$ cat config.mk
export PLATFORM = sky130hd
export DESIGN_NAME = sync_length_checksum_deframer
export DESIGN_NICKNAME = d
export VERILOG_FILES = /design/src/design/slcdf_pkg.sv /design/src/design/sync_length_checksum_deframer.sv
export SDC_FILE = /design/constraint.sdc
export NUM_CORES = 1
export LEC_CHECK = 0
export BUFFER_PORTS_ARGS = -buffer_cell sky130_fd_sc_hd__buf_2
export CAP_MARGIN = 10
export CORE_MARGIN = 2
export CORE_UTILIZATION = 60
export CTS_BUF_LIST = sky130_fd_sc_hd__clkbuf_8
export CTS_CLUSTER_DIAMETER = 50
export DETAILED_ROUTE_END_ITERATION = 16
export PLACE_DENSITY_LB_ADDON = 0.15
export RECOVER_POWER = 100
export SKIP_LAST_GASP = 1
export SLEW_MARGIN = 10
export SYNTH_ARGS = -nofsm -noshare
export SYNTH_HDL_FRONTEND = slang
export SYNTH_SLANG_ARGS = --single-unit
$ cat constraint.sdc
create_clock -name clock -period 3.5 [get_ports clock]
set_input_delay 0.175 -clock clock [delete_from_list [all_inputs] [get_ports clock]]
set_output_delay 0.175 -clock clock [all_outputs]
set_load 0.01 [all_outputs]
$ cat src/design/slcdf_pkg.sv
`default_nettype none

package slcdf_pkg;

   localparam logic [7:0] SyncFirst  = 8'hEB;
   localparam logic [7:0] SyncSecond = 8'h90;

   // header is bytes 0..6, byte 6 carries the checksum
   localparam int unsigned HeaderBytes = 7;
   localparam logic [8:0]  CsumPos     = 9'(HeaderBytes - 1);
   localparam logic [7:0]  MinLength   = 8'(HeaderBytes - 1);

   // receiver phase codes
   localparam logic [1:0] PH_HUNT    = 2'd0;
   localparam logic [1:0] PH_PAYLOAD = 2'd1;
   localparam logic [1:0] PH_HELD    = 2'd2;

   // action codes
   localparam logic ACT_BYTE  = 1'b0;
   localparam logic ACT_CLEAR = 1'b1;

   // result status codes
   localparam logic [3:0] ST_DISCARD   = 4'd0;
   localparam logic [3:0] ST_HEADER    = 4'd1;
   localparam logic [3:0] ST_HEADER_OK = 4'd2;
   localparam logic [3:0] ST_CSUM_ERR  = 4'd3;
   localparam logic [3:0] ST_PAYLOAD   = 4'd4;
   localparam logic [3:0] ST_DONE      = 4'd5;
   localparam logic [3:0] ST_IGNORED   = 4'd6;
   localparam logic [3:0] ST_CLEARED   = 4'd7;
   localparam logic [3:0] ST_BAD_LEN   = 4'd8;

   typedef struct packed {
      logic [3:0] status;
      logic [7:0] data_byte;
      logic [7:0] byte_position;
      logic [7:0] frame_length;
   } result_type;

endpackage

`default_nettype wire

$ cat src/design/sync_length_checksum_deframer.sv
`default_nettype none

// Byte-stream deframer. Each request beat is either a received byte or a
// clear. The block hunts for the sync pair EB 90, gathers a seven-byte
// header whose byte 2 is the length field (total frame bytes minus one) and
// whose byte 6 is the modulo-256 sum of bytes 0..5, then passes on
// (length - 6) payload bytes and holds, ignoring bytes, until a clear beat
// rearms it. Every request beat yields exactly one response beat carrying a
// status, the echoed byte, its frame position and the captured length.
// Throughput is one beat per clock while req_stall is low: the frame state is
// updated in the cycle a beat is taken, and the response goes into a two-deep
// output buffer, so req_stall only rises when both response slots are full;
// it follows the skid slot alone, whether or not rsp_stall holds the head.
module sync_length_checksum_deframer (
   input  wire logic       clock,
   input  wire logic       reset,
   input  wire logic       req_valid,
   output logic            req_stall,
   input  wire logic       req_action,
   input  wire logic [7:0] req_rx_byte,
   output logic            rsp_valid,
   input  wire logic       rsp_stall,
   output logic [3:0]      rsp_status,
   output logic [7:0]      rsp_data_byte,
   output logic [7:0]      rsp_byte_position,
   output logic [7:0]      rsp_frame_length
);
   import slcdf_pkg::*;

   // frame state
   logic [1:0] phase_ff,    phase_in;
   logic [8:0] position_ff, position_in;
   logic [7:0] length_ff,   length_in;
   logic [7:0] sum_ff,      sum_in;

   // response buffer: head register plus one skid slot
   result_type head_ff, head_in;
   result_type skid_ff, skid_in;
   logic       head_valid_ff, head_valid_in;
   logic       skid_valid_ff, skid_valid_in;

   logic       req_accept;
   logic       rsp_accept;
   result_type res;
   logic [7:0] sum_add;

   assign req_stall  = skid_valid_ff;
   assign req_accept = req_valid && !req_stall;
   assign rsp_accept = head_valid_ff && !rsp_stall;
   assign sum_add    = sum_ff + req_rx_byte;

   // Work out the response for the beat on the request port and the state
   // it leaves behind. State only advances when the beat is taken.
   always_comb begin
      phase_in    = phase_ff;
      position_in = position_ff;
      length_in   = length_ff;
      sum_in      = sum_ff;
      res         = '{status: ST_IGNORED, data_byte: req_rx_byte,
                      byte_position: position_ff[7:0], frame_length: length_ff};

      if (req_action == ACT_CLEAR) begin
         // rearm from any phase
         phase_in    = PH_HUNT;
         position_in = '0;
         length_in   = '0;
         sum_in      = '0;
         res         = '{status: ST_CLEARED, data_byte: 8'd0,
                         byte_position: 8'd0, frame_length: 8'd0};
      end else begin
         case (phase_ff)
            PH_HUNT: begin
               if (position_ff == 9'd0) begin
                  res.status = ST_DISCARD;
                  if (req_rx_byte == SyncFirst) begin
                     res.status  = ST_HEADER;
                     sum_in      = req_rx_byte;
                     position_in = 9'd1;
                  end
               end else if (position_ff == 9'd1) begin
                  if (req_rx_byte == SyncSecond) begin
                     res.status  = ST_HEADER;
                     sum_in      = sum_add;
                     position_in = 9'd2;
                  end else begin
                     // wrong second sync byte: drop it, do not retry as first
                     res.status  = ST_DISCARD;
                     position_in = '0;
                     length_in   = '0;
                     sum_in      = '0;
                  end
               end else if (position_ff < CsumPos) begin
                  if (position_ff == 9'd2) begin
                     length_in        = req_rx_byte;
                     res.frame_length = req_rx_byte;
                  end
                  res.status  = ST_HEADER;
                  sum_in      = sum_add;
                  position_in = position_ff + 9'd1;
               end else begin
                  // checksum byte; checksum is judged before length
                  res.byte_position = CsumPos[7:0];
                  if (req_rx_byte != sum_ff) begin
                     res.status  = ST_CSUM_ERR;
                     position_in = '0;
                     length_in   = '0;
                     sum_in      = '0;
                  end else if (length_ff < MinLength) begin
                     res.status  = ST_BAD_LEN;
                     position_in = '0;
                     length_in   = '0;
                     sum_in      = '0;
                  end else if (length_ff == MinLength) begin
                     // no payload: frame ends on the header
                     res.status  = ST_DONE;
                     position_in = 9'(HeaderBytes);
                     phase_in    = PH_HELD;
                  end else begin
                     res.status  = ST_HEADER_OK;
                     position_in = 9'(HeaderBytes);
                     phase_in    = PH_PAYLOAD;
                  end
               end
            end
            PH_PAYLOAD: begin
               if (position_ff >= {1'b0, length_ff}) begin
                  res.status        = ST_DONE;
                  res.byte_position = length_ff;
                  phase_in          = PH_HELD;
                  position_in       = {1'b0, length_ff} + 9'd1;
               end else begin
                  res.status  = ST_PAYLOAD;
                  position_in = position_ff + 9'd1;
               end
            end
            default: begin
               // held (and the unused code): ignore the byte
               res.status = ST_IGNORED;
            end
         endcase
      end
   end

   // Response buffer: fill the head first, spill into the skid slot while
   // the head is stalled, and refill the head from the skid slot on a pop.
   always_comb begin
      head_in       = head_ff;
      skid_in       = skid_ff;
      head_valid_in = head_valid_ff;
      skid_valid_in = skid_valid_ff;

      if (rsp_accept) begin
         if (skid_valid_ff) begin
            head_in       = skid_ff;
            skid_valid_in = 1'b0;
         end else begin
            head_in       = res;
            head_valid_in = req_accept;
         end
      end else if (req_accept) begin
         if (!head_valid_ff) begin
            head_in       = res;
            head_valid_in = 1'b1;
         end else begin
            skid_in       = res;
            skid_valid_in = 1'b1;
         end
      end
   end

   always_ff @(posedge clock) begin
      if (reset) begin
         phase_ff      <= PH_HUNT;
         position_ff   <= '0;
         length_ff     <= '0;
         sum_ff        <= '0;
         head_valid_ff <= 1'b0;
         skid_valid_ff <= 1'b0;
      end else begin
         if (req_accept) begin
            phase_ff    <= phase_in;
            position_ff <= position_in;
            length_ff   <= length_in;
            sum_ff      <= sum_in;
         end
         head_valid_ff <= head_valid_in;
         skid_valid_ff <= skid_valid_in;
      end
   end

   // payload registers, no reset
   always_ff @(posedge clock) begin
      head_ff <= head_in;
      skid_ff <= skid_in;
   end

   assign rsp_valid         = head_valid_ff;
   assign rsp_status        = head_ff.status;
   assign rsp_data_byte     = head_ff.data_byte;
   assign rsp_byte_position = head_ff.byte_position;
   assign rsp_frame_length  = head_ff.frame_length;

   // the skid slot is only ever occupied behind a full head
   a_skid_behind_head: assert property (@(posedge clock) disable iff (reset)
      skid_valid_ff |-> head_valid_ff)
      else $error("skid slot full while head empty");

   // a taken clear beat rearms the receiver
   a_clear_rearms: assert property (@(posedge clock) disable iff (reset)
      (req_accept && req_action == ACT_CLEAR) |=>
         (phase_ff == PH_HUNT && position_ff == 9'd0 && length_ff == 8'd0))
      else $error("clear did not rearm the receiver");

   // while taking payload the position stays between the header and length
   a_payload_window: assert property (@(posedge clock) disable iff (reset)
      (phase_ff == PH_PAYLOAD) |->
         (position_ff >= 9'(HeaderBytes) && position_ff <= {1'b0, length_ff}))
      else $error("payload position outside frame");

   // after a taken beat the head always holds a response the next cycle (that beat or an older one)
   a_beat_lands: assert property (@(posedge clock) disable iff (reset)
      req_accept |=> head_valid_ff)
      else $error("accepted beat produced no response");

   // a stalled head response is held
   a_head_holds: assert property (@(posedge clock) disable iff (reset)
      (head_valid_ff && rsp_stall) |=> (head_valid_ff && $stable(head_ff)))
      else $error("stalled response changed");

endmodule

`default_nettype wire
# After elaboration in Yosys (flattened, before gate mapping)
# Cells that the tools add are included.
[word_totals] in_bits=13 word_cells=122 output_inout_bits=30 reg_bits=85
[op_classes] reduce_logical=20 n_bitwise=1 addsub=3 n_eq_ne=19 n_mux=62 order_cmp=3
[op_table] cell="$mux W8" count=21
[op_table] cell="$mux W28" count=4
[op_table] cell="$mux W9" count=6
[op_table] cell="$mux W16" count=3
[op_table] cell="$mux W4" count=6
[op_table] cell="$ne A3 B3 Y1 const B" count=7
[op_table] cell="$mux W2" count=9
[op_table] cell="$pmux W9 S2" count=1
[op_table] cell="$eq A8 B8 Y1 const B" count=2
[op_table] cell="$pmux W8 S2" count=1
[op_table] cell="$add A8 B1 Y9 const B" count=1
[op_table] cell="$add A9 B1 Y9 const B" count=1
[op_table] cell="$eq A9 B1 Y1 const B" count=1
[op_table] cell="$eq A9 B2 Y1 const B" count=1
[op_table] cell="$ge A9 B8 Y1" count=1
[op_table] cell="$logic_not A9 Y1" count=1
[op_table] cell="$lt A9 B3 Y1 const B" count=1
[op_table] cell="$mux W3" count=3
[op_table] cell="$add A8 B8 Y8" count=1
[op_table] cell="$eq A8 B3 Y1 const B" count=1
[op_table] cell="$lt A8 B3 Y1 const B" count=1
[op_table] cell="$ne A8 B8 Y1" count=1
[op_table] cell="$pmux W4 S2" count=1
[op_table] cell="$reduce_and A8 Y1" count=1
[op_table] cell="20 further kinds" count=32

# Depth between registers and ports, before layout
# Gate-level depths: netlist (run 1).
[depth] word_depth=12 ltp_mapped=10

# Worst setup path after synthesis (run 1)
# Ideal clock, no wire load.
[synth_timing] kind="flip-flop to flip-flop" start="register length_ff[2]" end="register head_ff (netlist bit rsp_status[0]) (data pin)" path_buffers=1 slack_ns=0.961 t_required_ns=3.240 setup_ns=0.260 synth_period_minus_slack_ns=2.539 path_stages_with_launch=10 t_arrival_ns=2.279 path_cell_list="dfxtp_1 > clkbuf_1 > inv_1 > ha_1 > o22ai_1 > a211oi_1 > o2111a_1 > o21ai_1 > o2111ai_1 > mux2_2"
[synth_rtl] item="start: declaration" line="sync_length_checksum_deframer.sv:33" source="logic [7:0] length_ff, length_in;"
[synth_rtl] item="start signal: assignment" line="sync_length_checksum_deframer.sv:183" source="length_ff <= length_in;"
[synth_rtl] item="end signal: assignment" line="sync_length_checksum_deframer.sv:193" source="head_ff <= head_in;"
[synth_rtl] item="end: declaration" line="sync_length_checksum_deframer.sv:37" source="result_type head_ff, head_in;"

==> flow_summary.json, run 1 <==
{
  "status": "complete, but fails checks",
  "violations": "max-capacitance violations, max-slew violations",
  "synth_fa_ha_area_share_pct": 5.87,
  "clk_pin_slew_worst_paths_ns": 0.10,
  "synth_cells": 463,
  "root_buffer": "clkbuf_8",
  "place_ws_ns": 0.559,
  "worstSetupStartpointType": "register",
  "placeableCoreArea_um2": 7770,
  "synth_simple_gate_area_share_pct": 16.3,
  "grt_pass1_vias": 3573,
  "antenna_found_initial": 0,
  "final_nets": 539,
  "io_buffers": 42,
  "seq_area_frac_synth_pct": 47.0,
  "cp_max_fo": 12,
  "fin_ws_ns": 0.430,
  "crit_path_cell_trace": "inv_1 > ha_1 > o22ai_1 > a211oi_1 > o2111ai_1 > a31oi_1 > o32ai_1 > mux2_1",
  "area_growth_pct": 9.12,
  "hold_buffers": 0,
  "synth_async_sr_flop_share_pct": 0,
  "critPathArrivalTime_ns": 3.18,
  "initial_utilization_pct": 62.0,
  "wl_per_cell_um": 19.7,
  "yosys-mux-area-fraction_pct": 5.98,
  "vias": 3928,
  "synth_xor_area_share_pct": 2.00,
  "hold_path.class": "in2reg",
  "yosysTopAreaCell": "edfxtp_1",
  "crit_buf_inv": 1,
  "cts_tree": "done",
  "synth_cell_type_count": 65,
  "crit_cells": 8,
  "clock_latency_ns": 0.36,
  "synth_area_per_cell_um2": 10.4,
  "grt_max_degree": 33,
  "powerDensity_nw_per_um2": 368,
  "dpl.hpwl_um": 8780,
  "ys.flop_type": "edfxtp_1",
  "ys_ff_latch": 85,
  "max_clock_freq_ghz": 0.326,
  "skew_ns": 0.0121,
  "multi_input_area_um2": 2400,
  "relSlewSlack_pct": -7.12,
  "syn-num-nets": 498,
  "rsz0062_at_grt": "no",
  "power_leakage_nw": 1.93,
  "yosys_warnings": 0,
  "ios": 43,
  "cts_resized": 0,
  "clockBufferDepth": 2,
  "synth_top_family_by_area": "compound AO/OA/AOI/OAI gates",
  "synth_area_leaders": "edfxtp_1, dfxtp_1, ha_1",
  "cts_setup_buffers": 0,
  "die_h_um": 93.6,
  "vias_per_cell": 6.43,
  "drc": 0,
  "register_area_um2": 2260,
  "cp_slowest_cell": "dfxtp_1",
  "drive_gt1_share_pct": 11.2,
  "synth_edf_count": 56,
  "drt-pass1-iter-count": 5,
  "tns_ns": 0,
  "timing.final.crit_share_pct": 87.7,
  "die_w_um": 93.6,
  "synth_common_cells": "edfxtp_1, nor2_1, nand2_1",
  "synth_compound_area_share_pct": 20.0,
  "yosysTopAreaCellShare_pct": 34.9,
  "routabilityCongestion": 1.00,
  "finalSetupViolations": 0,
  "diodes": 0,
  "cts.sink_count": 85,
  "ant_nets": 0,
  "hold_depth": 2,
  "synthMostInstantiatedCell": "edfxtp_1",
  "synth_area_um2": 4810,
  "maxSlewViolCount": 62,
  "cts_buffers": 9,
  "worstSetupPathType": "reg2reg",
  "htree_levels": 3,
  "rr_worst_depth": 8,
  "hold_viol": 0,
  "drv_cap": 3,
  "drt-initial-drc-count": 345,
  "fillCellCount": 628,
  "grt_use_total_pct": 28.2,
  "dieArea_um2": 8750,
  "crit_path_end_kind": "register",
  "layout_min_cycle_time_ns": 3.07,
  "postRouteWirelength_um": 12000,
  "grt-ovfl-total": 0,
  "grt_pass1_wl_um": 18800,
  "required_ns": 3.61,
  "critPathTopFamily": "compound AO/OA/AOI/OAI gates",
  "ir_drop_mv": 0.181,
  "std_cell_rows": 32,
  "tightest_slew_ns": 1.61,
  "cpPeakStageDelay_ns": 0.57
}
==> metal layers <==
layer	vias up	part of all wire [%]	global-route usage, %
li1	1867	-	-
met1	1846	46	42.1
met4	0	1.7	7.73
met5	-	0	0
met3	24	8.4	5.56
met2	191	44	42.2
==> registers in the layout, indices dropped and copies added (netlist names) <==
name,flops
skid_ff,28
position_ff,9
length_ff,8
rsp_byte_position,8
rsp_data_byte,8
rsp_frame_length,8
sum_ff,8
rsp_status,4
phase_ff,2
req_stall,1
rsp_valid,1
==> per-stage QoR <==
step / hold slack, ns / cell area, um2 / power [mW] / util (%) / cells
CTS: 0.111 / 5320 / 1.95 / 68.5 / 611
finish: 0.135 / 5250 / 1.93 / 67.6 / 611
global placement: 0.442 / 5130 / 1.29 / 66.0 / 595
detailed placement: 0.452 / 5130 / 1.29 / 66.0 / 595
global route: 0.123 / 5250 / 2.00 / 67.6 / 611
floorplan: 0.301 / 4810 / 1.23 / - / 463
==> cells by family (layout without fill, tap and decap cells) <==
family	count (synthesis)	after routing
and+or+nand+nor	148	148
AOI/OAI and AO/OA	136	136
DFF	85	85
buffers and inverters	35	81
muxes	26	26
adders and majority gates	22	22
xor gates and xnor gates	11	11
==> final cells by class <==
type / count / share of cell area (%)
Clock buffer: 9 / 2.36
Clock inverter: 7 / 1.29
Inverter: 17 / 1.21
Multi-Input combinational cell: 343 / 45.7
Sequential cell: 85 / 43.1
Tap cell: 102 / 2.43
Timing Repair Buffer: 48 / 3.91
==> worst reg2reg max path: stages (launching register included) <==
cell and delay (ns):
dfxtp_1 0.57, inv_1 0.11, ha_1 0.31, o22ai_1 0.08
a211oi_1 0.26, o2111ai_1 0.32, a31oi_1 0.54, o32ai_1 0.22
mux2_1 0.40
==> report_power, final <==
group	leakage, nW	switching (mW)	internal (mW)	total (mW)
Sequential	0.775	0.0113	1.11	1.12
Combinational	1.06	0.101	0.0449	0.146
Clock	0.0872	0.394	0.273	0.667
Total	1.93	0.507	1.42	1.93
==> placed cells by master (no fill, tap or decap), types with 5 or more instances in the layout <==
cell type	Yosys	routed
clkbuf_1	13	34
nand4_1	5	5
edfxtp_1	56	56
a21oi_1	27	27
nor3_1	12	13
nor2_1	33	33
ha_1	21	21
clkbuf_8	0	9
a31oi_1	12	12
a22o_1	14	14
nand3_1	16	17
inv_1	17	17
mux2_2	22	19
o31ai_1	5	5
xnor2_1	9	9
o22ai_1	7	7
buf_2	4	11
o21ai_0	16	17
nor4_1	7	7
nand2_1	31	31
a21o_1	6	6
nor2b_1	14	14
a211oi_1	7	7
nand2b_1	8	8
o32ai_1	6	6
dfxtp_1	29	29
==> path summary, 6_finish.rpt <==
path | startpoint | to | slack [ns]
worst max-delay path | length_ff[2]$_SDFFE_PP0P_ | rsp_byte_position[3]$_DFFE_PP_ | 0.43
worst max register to register | length_ff[2]$_SDFFE_PP0P_ | rsp_byte_position[3]$_DFFE_PP_ | 0.43
worst min register to register | sum_ff[4]$_SDFFE_PP0P_ | sum_ff[4]$_SDFFE_PP0P_ | 0.47
worst min-delay path | reset | phase_ff[0]$_SDFFE_PP0P_ | 0.13
(Power assumes the default switching activity.)
==> inputs of run 2 (changes only) <==
Settings changed: GPL_TIMING_DRIVEN set to 0.
==> run 2 against run 1 <==
Against the previous run:
- via count increased by 2.7%
- clock-buffer cell count stayed put
- first-iteration DRC count up 17%
- core utilization grew 1.0 points
- power increased by 7.1%
- global-route usage increased by 0.65 points
- the flow now finishes without violations
- setup slack worse by 0.21 ns
- flip-flop and latch count unchanged
- non-clock buffer count increased by 12
- routed wire length up 5.0%
==> flow_summary.json, run 2 (synthesized netlist as in run 1, its figures left out) <==
{
  "layout_commonest_cell": "edfxtp_1",
  "cts_setup_buffers": 0,
  "critPathTopFamily": "compound AO/OA/AOI/OAI gates",
  "reg_top3": "skid_ff (28), position_ff (9)",
  "crit_buf_inv": 2,
  "tns_ns": 0,
  "dpl.hpwl_um": 9410,
  "max_clock_freq_ghz": 0.304,
  "relSlewSlack_pct": 12.3,
  "worstSetupStartpointType": "register",
  "powerDensity_nw_per_um2": 388,
  "power_leakage_nw": 1.96,
  "area_growth_pct": 10.8,
  "grt_pass1_wl_um": 19300,
  "io_buffers": 41,
  "drt-initial-drc-count": 403,
  "tightest_slew_ns": 1.32,
  "critPathArrivalTime_ns": 3.40,
  "vias_per_cell": 6.47,
  "timing.final.crit_share_pct": 93.9,
  "antenna_found_initial": 0,
  "worstSetupPathType": "reg2reg",
  "multi_input_area_um2": 2410,
  "r2r_start": "length_ff[2]$_SDFFE_PP0P_",
  "cts_tree": "done",
  "initial_utilization_pct": 62.0,
  "vias": 4033,
  "htree_levels": 3,
  "finalSetupViolations": 0,
  "largest_register_ffs": 28,
  "timing.rr.end": "rsp_byte_position[6]$_DFFE_PP_",
  "clock_latency_ns": 0.36,
  "cp_slowest_cell": "a31oi_1",
  "crit_path_cell_trace": "clkbuf_1 > inv_1 > ha_1 > o22ai_1 > a211oi_1 > o2111ai_1 > a31oi_1 > o32ai_1 > mux2_2",
  "ios": 43,
  "postRouteWirelength_um": 12600,
  "cp-startpoint": "length_ff[2]$_SDFFE_PP0P_",
  "r2r_slack_ns": 0.22,
  "cts.sink_count": 85,
  "cpPeakStageDelay_ns": 0.53,
  "routabilityCongestion": 0.970,
  "cts_buffers": 9,
  "cp_max_fo": 10,
  "wl_per_cell_um": 20.3,
  "crit_end": "rsp_byte_position[6]$_DFFE_PP_",
  "required_ns": 3.61,
  "grt_max_degree": 29,
  "hold_viol": 0,
  "root_buffer": "clkbuf_8",
  "die_h_um": 93.6,
  "layout_min_cycle_time_ns": 3.28,
  "hold_path.class": "in2reg",
  "dieArea_um2": 8750,
  "place_inst": 607,
  "fillCellCount": 622,
  "grt-ovfl-total": 0,
  "clk_pin_slew_worst_paths_ns": 0.09,
  "ir_drop_mv": 0.185,
  "skew_ns": 0.0122,
  "die_w_um": 93.6,
  "regMostFlops": "skid_ff",
  "drt-pass1-iter-count": 5,
  "status": "finished clean",
  "std_cell_rows": 32,
  "grt_pass1_vias": 3624,
  "grt_use_total_pct": 28.9,
  "holdWs_ns": 0.119,
  "drv_cap": 0,
  "rsz0062_at_grt": "no",
  "placeableCoreArea_um2": 7770,
  "drc": 0,
  "layout_common_cells": "edfxtp_1, clkbuf_1, nor2_1, nand2_1, dfxtp_1",
  "maxSlewViolCount": 0,
  "cts_resized": 0,
  "register_area_um2": 2260,
  "clockBufferDepth": 2,
  "final_nets": 551,
  "crit_path_end_kind": "register",
  "diodes": 0,
  "fin_cells": 623,
  "ant_nets": 0,
  "crit_cells": 9,
  "hold_buffers": 0,
  "drive_gt1_share_pct": 11.5,
  "rr_worst_depth": 9
}
## run 2: cell count changes in the layout (fill, tap and decap cells not counted), sizes merged
cell,delta
clkinvlp,-3
clkbuf,+12
bufinv,+2
inv,+1
## run 2: area by class of cell
class / instances / share of cell area, %
Clock buffer: 9 / 2.32
Timing Repair Buffer: 42 / 3.19
Inverter: 17 / 1.20
Clock inverter: 7 / 1.92
Multi-Input combinational cell: 343 / 45.2
Tap cell: 102 / 2.39
Buffer: 18 / 1.34
Sequential cell: 85 / 42.4
## run 2: where the power goes
| part | switching [mW] | internal, mW |
|---|---|---|
| Clock | 0.389 | 0.414 |
| Combinational | 0.102 | 0.0454 |
| Sequential | 0.0115 | 1.11 |
| Total | 0.503 | 1.57 |
## run 2: worst min-delay path by stage
stage / slack, ns / start / to / cells after the start
5_1_grt: 0.13 / req_rx_byte[7] / length_ff[7]$_SDFFE_PP0P_ / 2
4_1_cts: 0.11 / req_rx_byte[7] / length_ff[7]$_SDFFE_PP0P_ / 2
3_5_place_dp: 0.45 / sum_ff[3]$_SDFFE_PP0P_ / sum_ff[3]$_SDFFE_PP0P_ / 2
3_3_place_gp: 0.44 / sum_ff[4]$_SDFFE_PP0P_ / sum_ff[4]$_SDFFE_PP0P_ / 2
6_report: 0.12 / req_rx_byte[7] / length_ff[7]$_SDFFE_PP0P_ / 2
2_1_floorplan: 0.30 / req_rx_byte[0] / length_ff[0]$_SDFFE_PP0P_ / 1
## run 2: metal layers
| layer | GRT usage, % | part of all wire (%) | up-vias |
|---|---|---|---|
| met3 | 6.93 | 8.3 | 24 |
| met2 | 43.9 | 44 | 179 |
| met1 | 41.4 | 46 | 1934 |
| met5 | 0 | 0 | - |
| li1 | - | - | 1896 |
| met4 | 8.33 | 2.2 | 0 |
## run 2: stage by stage
stage	instance area, um2	total power [mW]	utilization [%]	setup WS [ns]
2_1_floorplan	4810	1.23	-	0.961
3_3_place_gp	5150	1.29	66.3	0.263
3_5_place_dp	5180	1.30	66.7	0.224
4_1_cts	5400	2.08	69.6	0.192
5_1_grt	5330	2.13	68.6	0.00132
6_report	5330	2.07	68.6	0.215
